[src/hw/rtl/piecewise_linear_curve_eval_assert.svh]
// Assertion macros used by the curve evaluator top level.
`ifndef PIECEWISE_LINEAR_CURVE_EVAL_ASSERT_SVH
`define PIECEWISE_LINEAR_CURVE_EVAL_ASSERT_SVH

// Same-cycle implication, checked outside reset.
`define PLCE_ASSERT_IMPL(lbl, ck, rn, ante, cons) \
	lbl: assert property (@(posedge ck) disable iff (!rn) (ante) |-> (cons)) \
		else $error("same-cycle check failed");

// Next-cycle implication, checked outside reset.
`define PLCE_ASSERT_NEXT(lbl, ck, rn, ante, cons) \
	lbl: assert property (@(posedge ck) disable iff (!rn) (ante) |=> (cons)) \
		else $error("next-cycle check failed");

`endif

[src/hw/rtl/plce_pkg.sv]
// Shared types and constants of the piecewise linear curve evaluator.
package plce_pkg;

	// Table size and derived index widths.
	localparam int MAX_POINTS = 16;
	localparam int IDX_W      = $clog2(MAX_POINTS);
	localparam int CNT_W      = $clog2(MAX_POINTS + 1);

	// Datapath widths: Q4.12 fields, their differences, product and quotient.
	localparam int FIELD_W   = 16;
	localparam int DIFF_W    = FIELD_W + 1;
	localparam int PROD_W    = 2 * DIFF_W;
	localparam int DEN_W     = DIFF_W;
	localparam int DIV_W     = PROD_W;
	localparam int DIV_STEPS = DIV_W / 2;
	localparam int DIV_CNT_W = $clog2(DIV_STEPS);
	localparam int QUOT_W    = DIV_W + 1;
	localparam int RES_W     = QUOT_W + 1;

	// Abscissa code that ends the curve (-1.0 in Q4.12).
	localparam logic signed [FIELD_W-1:0] END_MARK = -16'sd4096;

	// Result clipping limits.
	localparam logic signed [RES_W-1:0] RES_MAX = RES_W'(32767);
	localparam logic signed [RES_W-1:0] RES_MIN = RES_W'(-32768);

	// Input command codes.
	typedef enum logic {
		CMD_WRITE = 1'b0,
		CMD_EVAL  = 1'b1
	} cmd_t;

	// One table entry.
	typedef struct packed {
		logic signed [FIELD_W-1:0] x;
		logic signed [FIELD_W-1:0] y;
	} point_t;

	// Divider request and response.
	typedef struct packed {
		logic                     start;
		logic signed [PROD_W-1:0] num;
		logic signed [DEN_W-1:0]  den;
	} div_req_t;

	typedef struct packed {
		logic                     done;
		logic signed [QUOT_W-1:0] quot;
	} div_rsp_t;

endpackage

[src/hw/rtl/plce_table.sv]
// Curve point memory: one write port, one registered read port.
module plce_table
	import plce_pkg::*;
(
	input  logic             clk,
	input  logic             wr_en,
	input  logic [IDX_W-1:0] wr_addr,
	input  point_t           wr_data,
	input  logic             rd_en,
	input  logic [IDX_W-1:0] rd_addr,
	output point_t           rd_data
);

	point_t mem_q [MAX_POINTS];
	point_t rd_data_q;

	// Write port.
	always_ff @(posedge clk) begin
		if (wr_en) begin
			mem_q[wr_addr] <= wr_data;
		end
	end

	// Read port; the data holds while no read is issued.
	always_ff @(posedge clk) begin
		if (rd_en) begin
			rd_data_q <= mem_q[rd_addr];
		end
	end

	assign rd_data = rd_data_q;

endmodule

[src/hw/rtl/plce_div.sv]
// Iterative signed divider, two restoring quotient bits per cycle, truncating toward zero.
module plce_div
	import plce_pkg::*;
(
	input  logic     clk,
	input  logic     arst_n,
	input  div_req_t req,
	output div_rsp_t rsp
);

	typedef enum logic [2:0] {
		D_IDLE = 3'b001,
		D_RUN  = 3'b010,
		D_FIX  = 3'b100
	} dstate_t;

	dstate_t                  state_q;
	logic [DIV_CNT_W-1:0]     cnt_q;
	logic [DIV_W-1:0]         qd_q;
	logic [DEN_W-1:0]         rem_q;
	logic [DEN_W-1:0]         d_q;
	logic                     neg_q;
	logic                     done_q;
	logic signed [QUOT_W-1:0] quot_q;

	logic [DIV_W-1:0] num_abs;
	logic [DEN_W-1:0] den_abs;
	logic [DEN_W:0]   step1;
	logic [DEN_W:0]   step2;

	// One restoring step: returns the quotient bit over the new remainder.
	function automatic logic [DEN_W:0] div_step(
		input logic [DEN_W-1:0] rem,
		input logic             bit_in,
		input logic [DEN_W-1:0] d
	);
		logic [DEN_W:0] t;
		t = {rem, bit_in};
		if (t >= {1'b0, d}) begin
			return {1'b1, DEN_W'(t - {1'b0, d})};
		end
		return {1'b0, t[DEN_W-1:0]};
	endfunction

	// Operand magnitudes.
	assign num_abs = req.num[PROD_W-1] ? DIV_W'(-req.num) : DIV_W'(req.num);
	assign den_abs = req.den[DEN_W-1] ? DEN_W'(-req.den) : DEN_W'(req.den);

	// Two chained steps on the two top dividend bits.
	assign step1 = div_step(rem_q, qd_q[DIV_W-1], d_q);
	assign step2 = div_step(step1[DEN_W-1:0], qd_q[DIV_W-2], d_q);

	// Sequencer.
	always_ff @(posedge clk or negedge arst_n) begin
		if (!arst_n) begin
			state_q <= D_IDLE;
			done_q  <= 1'b0;
		end else begin
			done_q <= 1'b0;
			unique case (state_q)
				D_IDLE: begin
					if (req.start) begin
						state_q <= D_RUN;
					end
				end
				D_RUN: begin
					if (cnt_q == DIV_CNT_W'(DIV_STEPS - 1)) begin
						state_q <= D_FIX;
					end
				end
				D_FIX: begin
					done_q  <= 1'b1;
					state_q <= D_IDLE;
				end
				default: state_q <= D_IDLE;
			endcase
		end
	end

	// Datapath registers.
	always_ff @(posedge clk) begin
		if (state_q == D_IDLE && req.start) begin
			qd_q  <= num_abs;
			d_q   <= den_abs;
			rem_q <= '0;
			cnt_q <= '0;
			neg_q <= req.num[PROD_W-1] ^ req.den[DEN_W-1];
		end else if (state_q == D_RUN) begin
			qd_q  <= {qd_q[DIV_W-3:0], step1[DEN_W], step2[DEN_W]};
			rem_q <= step2[DEN_W-1:0];
			cnt_q <= cnt_q + DIV_CNT_W'(1);
		end
		if (state_q == D_FIX) begin
			quot_q <= neg_q ? -$signed({1'b0, qd_q}) : $signed({1'b0, qd_q});
		end
	end

	assign rsp.done = done_q;
	assign rsp.quot = quot_q;

endmodule

[src/hw/rtl/piecewise_linear_curve_eval.sv]
// Top level of the piecewise linear curve evaluator: sequencer, scan and result stage.
//
//  channel | handshake             | payload
//  --------+-----------------------+--------------------------------------------------
//  in      | in_valid / in_ready   | cmd, point_index, point_x, point_y, position
//  out     | out_valid / out_ready | value, segment, saturated
//  cfg     | cfg_valid / cfg_ready | points_in_use
//
// A write beat gives no result. An evaluate beat with fewer than two points gives its
// result in the cycle after acceptance. Otherwise the table scan reads one entry per
// cycle, then, for an interpolated result, come segment setup, one multiply, and the
// divider at two quotient bits per cycle (17 steps plus sign fix).
// The block takes no new beat until the result beat leaves; out_ready low holds it.
// Reset clears control state and points_in_use; the point table is not cleared.
`include "piecewise_linear_curve_eval_assert.svh"

module piecewise_linear_curve_eval
	import plce_pkg::*;
(
	input  logic                      clk,
	input  logic                      arst_n,
	input  logic                      in_valid,
	output logic                      in_ready,
	input  logic                      cmd,
	input  logic [3:0]                point_index,
	input  logic signed [FIELD_W-1:0] point_x,
	input  logic signed [FIELD_W-1:0] point_y,
	input  logic signed [FIELD_W-1:0] position,
	output logic                      out_valid,
	input  logic                      out_ready,
	output logic signed [FIELD_W-1:0] value,
	output logic [3:0]                segment,
	output logic                      saturated,
	input  logic                      cfg_valid,
	output logic                      cfg_ready,
	input  logic [4:0]                points_in_use
);

	typedef enum logic [6:0] {
		S_IDLE   = 7'b0000001,
		S_SCAN   = 7'b0000010,
		S_SEG    = 7'b0000100,
		S_MUL    = 7'b0001000,
		S_DSTART = 7'b0010000,
		S_DIV    = 7'b0100000,
		S_OUT    = 7'b1000000
	} state_t;

	state_t                    state_q;
	state_t                    state_nxt;
	logic [4:0]                pim_q;
	logic [CNT_W-1:0]          n_in;
	logic [CNT_W-1:0]          n_q;
	logic signed [FIELD_W-1:0] pos_q;
	logic [IDX_W-1:0]          idx_q;
	logic [IDX_W-1:0]          left_q;
	point_t                    prev_q;
	point_t                    cur;
	logic signed [DIFF_W-1:0]  a_q;
	logic signed [DIFF_W-1:0]  b_q;
	logic signed [DEN_W-1:0]   den_q;
	logic signed [PROD_W-1:0]  prod_q;
	logic signed [FIELD_W-1:0] value_q;
	logic [IDX_W-1:0]          segment_q;
	logic                      saturated_q;

	logic                      accept_eval;
	logic                      wr_en;
	logic                      rd_en;
	logic [IDX_W-1:0]          rd_addr;
	logic                      scan_cont;
	logic                      scan_last;
	logic                      seg_flat;
	logic signed [RES_W-1:0]   res;
	logic                      res_hi;
	logic                      res_lo;
	logic                      emit;
	logic signed [FIELD_W-1:0] emit_val;
	logic [IDX_W-1:0]          emit_seg;
	logic                      emit_sat;
	div_req_t                  div_req;
	div_rsp_t                  div_rsp;

	// Configuration register; the user must write it only while idle, which the block does not enforce.
	assign cfg_ready = 1'b1;

	always_ff @(posedge clk or negedge arst_n) begin
		if (!arst_n) begin
			pim_q <= '0;
		end else if (cfg_valid && cfg_ready) begin
			pim_q <= points_in_use;
		end
	end

	assign n_in = (pim_q > CNT_W'(MAX_POINTS)) ? CNT_W'(MAX_POINTS) : CNT_W'(pim_q);

	// Input beat decode.
	assign in_ready    = (state_q == S_IDLE);
	assign accept_eval = in_valid && in_ready && (cmd == CMD_EVAL);
	assign wr_en       = in_valid && in_ready && (cmd == CMD_WRITE)
	                     && (int'(point_index) < MAX_POINTS);

	plce_table u_table (
		.clk     (clk),
		.wr_en   (wr_en),
		.wr_addr (IDX_W'(point_index)),
		.wr_data ({point_x, point_y}),
		.rd_en   (rd_en),
		.rd_addr (rd_addr),
		.rd_data (cur)
	);

	// Scan and segment conditions on the entry just read.
	assign scan_cont = (cur.x < pos_q) && (cur.x != END_MARK);
	assign scan_last = (CNT_W'(idx_q) + CNT_W'(1)) == n_q;
	assign seg_flat  = (cur.x == prev_q.x) || (cur.x == END_MARK);

	// Divider hookup.
	assign div_req.start = (state_q == S_DSTART);
	assign div_req.num   = prod_q;
	assign div_req.den   = den_q;

	plce_div u_div (
		.clk    (clk),
		.arst_n (arst_n),
		.req    (div_req),
		.rsp    (div_rsp)
	);

	// Final sum and clipping.
	assign res = {{(RES_W - FIELD_W){prev_q.y[FIELD_W-1]}}, prev_q.y}
	             + {{(RES_W - QUOT_W){div_rsp.quot[QUOT_W-1]}}, div_rsp.quot};
	assign res_hi = res > RES_MAX;
	assign res_lo = res < RES_MIN;

	// Next state, memory reads and result selection.
	always_comb begin
		state_nxt = state_q;
		emit      = 1'b0;
		emit_val  = '0;
		emit_seg  = '0;
		emit_sat  = 1'b0;
		rd_en     = 1'b0;
		rd_addr   = '0;
		unique case (state_q)
			S_IDLE: begin
				if (accept_eval) begin
					if (n_in < CNT_W'(2)) begin
						emit      = 1'b1;
						state_nxt = S_OUT;
					end else begin
						rd_en     = 1'b1;
						state_nxt = S_SCAN;
					end
				end
			end
			S_SCAN: begin
				if (pos_q[FIELD_W-1]) begin
					emit      = 1'b1;
					emit_val  = cur.y;
					state_nxt = S_OUT;
				end else if (scan_cont) begin
					if (scan_last) begin
						emit      = 1'b1;
						emit_val  = cur.y;
						emit_seg  = idx_q;
						state_nxt = S_OUT;
					end else begin
						rd_en   = 1'b1;
						rd_addr = idx_q + IDX_W'(1);
					end
				end else begin
					if (idx_q == '0) begin
						rd_en   = 1'b1;
						rd_addr = IDX_W'(1);
					end
					state_nxt = S_SEG;
				end
			end
			S_SEG: begin
				if (seg_flat) begin
					emit      = 1'b1;
					emit_val  = prev_q.y;
					emit_seg  = left_q;
					state_nxt = S_OUT;
				end else begin
					state_nxt = S_MUL;
				end
			end
			S_MUL: begin
				state_nxt = S_DSTART;
			end
			S_DSTART: begin
				state_nxt = S_DIV;
			end
			S_DIV: begin
				if (div_rsp.done) begin
					emit      = 1'b1;
					emit_seg  = left_q;
					emit_sat  = res_hi || res_lo;
					if (res_hi) begin
						emit_val = RES_MAX[FIELD_W-1:0];
					end else if (res_lo) begin
						emit_val = RES_MIN[FIELD_W-1:0];
					end else begin
						emit_val = res[FIELD_W-1:0];
					end
					state_nxt = S_OUT;
				end
			end
			S_OUT: begin
				if (out_ready) begin
					state_nxt = S_IDLE;
				end
			end
			default: state_nxt = S_IDLE;
		endcase
	end

	// State register.
	always_ff @(posedge clk or negedge arst_n) begin
		if (!arst_n) begin
			state_q <= S_IDLE;
		end else begin
			state_q <= state_nxt;
		end
	end

	// Scan, segment and arithmetic operand registers.
	always_ff @(posedge clk) begin
		if (accept_eval) begin
			pos_q <= position;
			n_q   <= n_in;
			idx_q <= '0;
		end
		if (state_q == S_SCAN && !pos_q[FIELD_W-1]) begin
			if (scan_cont && !scan_last) begin
				idx_q  <= idx_q + IDX_W'(1);
				prev_q <= cur;
			end else if (!scan_cont) begin
				if (idx_q == '0) begin
					prev_q <= cur;
					left_q <= '0;
				end else begin
					left_q <= idx_q - IDX_W'(1);
				end
			end
		end
		if (state_q == S_SEG) begin
			a_q   <= {cur.y[FIELD_W-1], cur.y} - {prev_q.y[FIELD_W-1], prev_q.y};
			b_q   <= {pos_q[FIELD_W-1], pos_q} - {prev_q.x[FIELD_W-1], prev_q.x};
			den_q <= {cur.x[FIELD_W-1], cur.x} - {prev_q.x[FIELD_W-1], prev_q.x};
		end
		if (state_q == S_MUL) begin
			prod_q <= a_q * b_q;
		end
	end

	// Result beat register.
	always_ff @(posedge clk) begin
		if (emit) begin
			value_q     <= emit_val;
			segment_q   <= emit_seg;
			saturated_q <= emit_sat;
		end
	end

	assign out_valid = (state_q == S_OUT);
	assign value     = value_q;
	assign segment   = 4'(segment_q);
	assign saturated = saturated_q;

	// Checks.
	`PLCE_ASSERT_IMPL(a_ready_excl, clk, arst_n, in_ready, !out_valid)
	`PLCE_ASSERT_NEXT(a_eval_busy, clk, arst_n, accept_eval, !in_ready)
	`PLCE_ASSERT_IMPL(a_div_done_state, clk, arst_n, div_rsp.done, state_q == S_DIV)
	`PLCE_ASSERT_IMPL(a_sat_seg, clk, arst_n, out_valid && saturated, (CNT_W'(segment_q) + CNT_W'(1)) < n_q)
	`PLCE_ASSERT_IMPL(a_sat_val, clk, arst_n, out_valid && saturated, value == 16'sh7fff || value == 16'sh8000)

endmodule

[config.mk]
export PLATFORM = sky130hd
export DESIGN_NAME = piecewise_linear_curve_eval
export DESIGN_NICKNAME = d
export VERILOG_FILES = /design/src/hw/rtl/plce_pkg.sv /design/src/hw/rtl/plce_table.sv /design/src/hw/rtl/plce_div.sv /design/src/hw/rtl/piecewise_linear_curve_eval.sv
export VERILOG_INCLUDE_DIRS = /design/src /design/src/hw/rtl
export SDC_FILE = /design/constraint.sdc
export NUM_CORES = 2
export LEC_CHECK = 0
export ABC_CLOCK_PERIOD_IN_PS = 7150
export BUFFER_PORTS_ARGS = -buffer_cell sky130_fd_sc_hd__buf_4
export CELL_PAD_IN_SITES_DETAIL_PLACEMENT = 1
export CELL_PAD_IN_SITES_GLOBAL_PLACEMENT = 2
export CORE_MARGIN = 5
export CORE_UTILIZATION = 33
export CTS_BUF_LIST = sky130_fd_sc_hd__clkbuf_4
export DETAILED_ROUTE_END_ITERATION = 8
export GPL_ROUTABILITY_DRIVEN = 0
export PLACE_DENSITY = 0.59
export SYNTH_ARGS = -nofsm -noshare
export SYNTH_HDL_FRONTEND = slang
export SYNTH_HIERARCHICAL = 1
export SYNTH_SLANG_ARGS = --single-unit
[constraint.sdc]
create_clock -name clk -period 7.15 [get_ports clk]
set_input_delay 0 -clock clk [delete_from_list [all_inputs] [get_ports clk]]
set_output_delay 0 -clock clk [all_outputs]
set_load 0.02 [all_outputs]
; ---- Word-level counts from Yosys, hierarchy flattened
; Memory sizes are Yosys's and may differ from the RTL's. A register that Yosys moved wholly into a read port is not among the register bits.
; Index checks and enable logic that the tools add are counted.
[classes]
addsub = 13
n_eq_ne = 22
bitwise_logic = 4
n_lt_le_gt_ge = 7
multipliers = 1
mux = 67
reduce_logical = 19
[ops]
columns = op, n
row1 = $mux W34, 4
row2 = $mux W16, 8
row3 = $mux W32, 3
row4 = $mux W18, 4
row5 = $mux W7, 8
row6 = $sub A16 B16 Y17, 3
row7 = $pmux W7 S7, 1
row8 = $mux W4, 12
row9 = $pmux W16 S3, 1
row10 = $add A16 B35 Y36, 1
row11 = $ge A18 B17 Y1, 2
row12 = $gt A36 B16 Y1 const B, 1
row13 = $lt A36 B16 Y1 const B, 1
row14 = $neg A34 Y35, 1
row15 = $mul A17 B17 Y34, 1
row16 = $neg A34 Y34, 1
row17 = $sub A17 B17 Y17, 2
row18 = $mux W1, 19
row19 = $neg A17 Y17, 1
row20 = $eq A16 B13 Y1 const B, 1
row21 = $eq A16 B16 Y1, 1
row22 = $lt A16 B16 Y1, 1
row23 = $ne A16 B13 Y1 const B, 1
row24 = $ne A2 B1 Y1 const B, 6
row25 = other kinds (35), 49
[word_totals]
in_bits = 63
out_inout_bits = 24
wordCells = 159
ff_bits = 292
mem_count = 1
mem_bits_rw = 512
[memory_table]
columns = name, words, word_bits, rd, rd_ports_with_merged_regs, write_ports, line_no
row1 = u_table.mem_q, 16, 32, 1, 1, 1, plce_table.sv:14  ; point_t mem_q [MAX_POINTS];

; ---- Depth between registers and ports, before layout
[logic_depth]
word_depth = 8
ltp_mapped = 26
ltp_nobuf = 25

; ---- Cells and area by module
; Netlist, hierarchy kept.
[modules_own_cells]
columns = mod, area_each_um2, instances, cells_each, seq_area_each_um2
row1 = piecewise_linear_curve_eval, 21972.3, 1, 2235, 5276.3
row2 = plce_table, 20155.6, 1, 838, 16335.7
row3 = plce_div, 7719.9, 1, 807, 3154.3

; ---- Worst setup path before layout
; Ideal clock, no wire load.
[synth_timing]
path_kind = reg2reg
from = register b_q[16]
to = register prod_q[31] (data pin)
arrival_ns = 6.204
period_less_slack_ns = 6.463
slack_ns = 0.687
n_path_buf = 1
setup_ns = 0.258
required_ns = 6.892
path_stages_with_launch = 23
path_cell_list = edfxtp_1 > inv_1 > clkbuf_1 > nor2_1 > fa_1 > fa_1 > fa_1 > fa_1 > fa_1 > inv_1 > fa_1 > inv_1 > ha_1 > a21o_1 > a21o_1 > a21o_1 > nor3_1 > a21oi_1 > a211oi_1 > o311ai_0 > a21o_1 > a21oi_1 > xnor2_1
[synth_between]
elab_chain_len = 1
[synth_rtl]
columns = element, line_no
row1 = start: declaration, piecewise_linear_curve_eval.sv:60  ; logic signed [DIFF_W-1:0] b_q;
row2 = start signal: assignment, piecewise_linear_curve_eval.sv:251  ; b_q <= {pos_q[FIELD_W-1], pos_q} - {prev_q.x[FIELD_W-1], prev_q.x};
row3 = $mul A17 B17 Y34, piecewise_linear_curve_eval.sv:255  ; prod_q <= a_q * b_q;
row4 = end signal: assignment, piecewise_linear_curve_eval.sv:255
row5 = end: declaration, piecewise_linear_curve_eval.sv:62  ; logic signed [PROD_W-1:0] prod_q;
; No other way between the ends.
; A chain may end at the register's enable or synchronous reset.

; ---- Worst setup path in the final report
[layout_timing]
from = register a_q[10]
to = register prod_q[31] (data pin)
[layout_between]
elab_chain_len = 1
[layout_rtl]
columns = element, line_no
row1 = start: declaration, piecewise_linear_curve_eval.sv:59  ; logic signed [DIFF_W-1:0] a_q;
row2 = start signal: assignment, piecewise_linear_curve_eval.sv:250  ; a_q <= {cur.y[FIELD_W-1], cur.y} - {prev_q.y[FIELD_W-1], prev_q.y};
row3 = $mul A17 B17 Y34, piecewise_linear_curve_eval.sv:255
; No other way between the ends.

==> summary.txt <==
Run status
  – Status: finished clean

Timing
  – Final setup violation count: 0
  – Relative slew slack: between 20% and 30%
  – Setup Total Neg Slack: 0 ns
  – Final Slew Violations: 0
  – Portion of the clock cycle consumed by the worst path in the final layout: between 90% and 100%
  – Post-layout minimum cycle time: 6.65 ns
  – Setup slack of the critical path after layout: between 0.4 and 0.5 ns
  – Max frequency: 150 MHz
  – Final Hold Fails: 0
  – Worst slew pin tran: 1.19 ns
  – Hold Worst Slack: around 0.18 ns
  – Clock tree skew after final layout: 0.117 ns
  – RSZ-0062 raised after global routing: false

Global route
  – Maximum number of pins on one net before global-route repair: 77
  – First-pass GRT wire length: 218000 µm
  – Via count of the first global-routing pass: around 35k
  – Overall overflow remaining after global route: 0
  – GR Util All Layers: between 15 and 20%
  – Antenna violations before repair: 17

Critical path
  – Endpoint kind of the worst setup timing path: flop
  – Startpoint Class: flop
  – Required @ worst endpoint: just over 8 ns
  – Worst Path Arrival: between 7 and 8 ns
  – Largest fanout on the critical path: 12
  – Kind of critical path: reg -> reg
  – Critical Path Source: a_q[10]
  – Worst reg2reg path startpoint: a_q[10]

Cells and area
  – Number of cells in the finished layout apart from fillers: 6495
  – Register cell area after layout: 24800 µm²
  – Fin area: 57800 µm²
  – Count of filler cells inserted in the layout: around 16k
  – Multi-input gate area: between 20000 and 25000 µm²
  – Commonest cells after routing, fill and taps aside: 794 x sky130_fd_sc_hd__edfxtp_1, 488 x sky130_fd_sc_hd__inv_1, 320 x sky130_fd_sc_hd__clkbuf_4
  – Net count of the finished layout: 4896
  – Relative area change from synthesis to final layout: 15.9%
  – Most common cell after layout, fill and taps aside: sky130_fd_sc_hd__edfxtp_1
  – End-of-flow core utilization: 38.5%
  – Fraction of layout instances using a drive strength above 1: 17.0%

Hold path
  – Start point of the worst hold path: position[9]
  – Classification of the worst-slack hold path: in -> reg

Job
  – Max-capacitance violation count: 0

Floorplanning
  – Core area: between 100000 and 150000 µm²
  – Top Ports: between 80 and 90
  – Die H: 399 µm
  – Die area: about 160000 µm²
  – Chip Width: 399 µm
  – Placement Rows: 142
  – Effective utilization at floorplan: 33.2%

Placement
  – Count of port buffers added during placement: 85
  – Placement-stage cell area: between 50000 and 60000 µm²
  – Post-placement setup slack: ~0.27 ns
  – Number of cells after detailed placement: 5955
  – Detailed-placement wirelength estimate: 103000 µm

Drt
  – Post-DRT Antenna Nets: 0
  – Vias per cell: 4.90
  – Total wire length: about 140000 µm
  – Number of violations reported at the end of detailed-routing iteration 0: 1827
  – Number of iterations in the first detailed-routing pass: 5
  – DR DRC count: 0
  – Vias after detailed routing: about 32k
  – WL/cell: approximately 22 µm

Clock tree
  – Clock latency of the later-clocked register in the worst-skew pair: ~1.2 ns
  – Clock slew seen by the registers of the worst setup and hold paths: around 0.070 ns
  – CTS root buf: sky130_fd_sc_hd__clkbuf_4
  – TritonCTS clock tree: done
  – TritonCTS Sinks: roughly 840
  – Number of buffers on the longest clock path: 3
  – # H-tree levels: 4
  – Cts bufs inserted: roughly 230

Synth
  – Fraction of registers with async set/reset: ~1.9%
  – Number of enable-type register cells in the synthesized netlist: approximately 790
  – Leading register cell type out of synthesis: sky130_fd_sc_hd__edfxtp_1
  – Sequential element share of the synthesized area: roughly half
  – Nets in the synthesized netlist: 4470
  – Number of flip-flops and latches in the synthesized netlist: around 840
  – Post-synthesis cell type count: 95
  – Summed instance area of the synthesized netlist: 49800 µm²
  – Synthesized area divided by synthesized cell count: about 13 µm²
  – Number of instances in the synthesized netlist: approximately 3.9k
  – Yosys warning total: 6

Power and ir drop
  – Max IR drop VDD: around 0.16 mV
  – Leakage power summed over all cells: between 20 and 25 nW
  – Total power: between 10 and 15 mW
  – Pwr/cell area: roughly 180 nW/µm²
[logic make-up (layout without fill, tap and decap cells)]
kind of cell	Yosys count	after routing	share of synthesized area [%]
DFF	836	836	49.7
muxes	151	151	6.27
adders and majority gates	527	527	17.8
AOI/OAI and AO/OA	625	625	8.61
other	1	9	0.00752
buffers and inverters	624	1215	4.84
and+or+nand+nor	916	916	9.30
xor gates and xnor gates	200	200	3.51
[synthesized netlist by cell type (all sizes together), types with 31 or more instances]
| cell type | n | share of area, % |
|---|---|---|
| a22oi | 82 | 1.2 |
| o21ai | 146 | 1.5 |
| nand2 | 302 | 2.3 |
| clkbuf | 102 | 0.77 |
| nand2b | 31 | 0.39 |
| ha | 225 | 5.6 |
| mux4 | 128 | 5.8 |
| edfxtp | 794 | 48 |
| o31ai | 31 | 0.52 |
| and2 | 164 | 2.1 |
| nor2 | 153 | 1.2 |
| xor2 | 68 | 1.2 |
| nor3 | 50 | 0.51 |
| buf | 32 | 0.38 |
| a21o | 57 | 0.86 |
| nand3 | 48 | 0.48 |
| xnor2 | 132 | 2.3 |
| a21oi | 119 | 1.2 |
| inv | 490 | 3.7 |
| fa | 302 | 12 |
[worst max-delay path, cell delays in order (launching register included)]
cell and delay (ns):
sky130_fd_sc_hd__edfxtp_1 0.62, sky130_fd_sc_hd__nand2_1 0.14, sky130_fd_sc_hd__fa_1 0.50, sky130_fd_sc_hd__fa_1 0.49, sky130_fd_sc_hd__inv_1 0.05, sky130_fd_sc_hd__fa_1 0.49, sky130_fd_sc_hd__inv_1 0.05, sky130_fd_sc_hd__fa_1 0.50
sky130_fd_sc_hd__fa_1 0.53, sky130_fd_sc_hd__fa_1 0.55, sky130_fd_sc_hd__inv_1 0.04, sky130_fd_sc_hd__ha_1 0.36, sky130_fd_sc_hd__a21o_1 0.20, sky130_fd_sc_hd__a21o_1 0.17, sky130_fd_sc_hd__a211o_1 0.34, sky130_fd_sc_hd__nor3_1 0.18
sky130_fd_sc_hd__a21oi_1 0.14, sky130_fd_sc_hd__a211oi_1 0.34, sky130_fd_sc_hd__o311ai_1 0.24, sky130_fd_sc_hd__a21o_1 0.23, sky130_fd_sc_hd__a21oi_1 0.18, sky130_fd_sc_hd__xnor2_1 0.09
[power by group]
group | internal, mW | total [mW] | leakage, nW | switching, mW
clock network | 2.08 | 4.21 | 1.67 | 2.12
logic | 0.350 | 0.826 | 13.2 | 0.476
registers | 5.43 | 5.46 | 7.59 | 0.0379
[state kept, by name, indices dropped and copies added, names as in the netlist, 16 cells and up]
signal,flops
u_table/mem_q,512
u_div/quot_q,35
prod_q,34
u_div/qd_q,34
prev_q,32
u_table/rd_data,32
a_q,17
b_q,17
den_q,17
u_div/d_q,17
u_div/rem_q,17
pos_q,16
value,16
[area by class of cell]
class | count | area share (%)
clock inverter | 73 | 0.715
inverter | 490 | 3.18
clock buffer | 320 | 4.16
tap | 2016 | 4.37
antenna | 8 | 0.0347
multi-input combinational | 2420 | 39.6
sequential | 836 | 42.9
timing repair buffer | 332 | 5.10
[metal layers]
metal,vias to the layer above,GRT usage (%),wire length (µm)
li1,14860,-,-
met1,16312,24.1,64100
met2,504,31.2,71000
met3,170,3.05,5050
met4,8,4.24,2430
met5,-,0,57
[what timing repair did]
item,4_1_cts,5_1_grt
setup endpoints to repair,0,4
hold endpoints to repair,1119,0
hold buffers,137,0
setup buffers,0,2
resized for setup,0,3
[path summary, 6_finish.rpt]
| path | endpoint | slack (ns) | depth (start not counted) |
|---|---|---|---|
| setup reg to reg | prod_q[31] | 0.50 | 21 |
| hold reg to reg | u_div/cnt_q[1] | 0.50 | 2 |
| setup / recovery | prod_q[31] | 0.50 | 21 |
| min in group asynchronous | pim_q[0] | 0.41 | 5 |
| hold / removal | pos_q[9] | 0.18 | 3 |
| max in group asynchronous | u_div/state_q[0] | 6.46 | 5 |
Power figures use the tool's default switching activity.
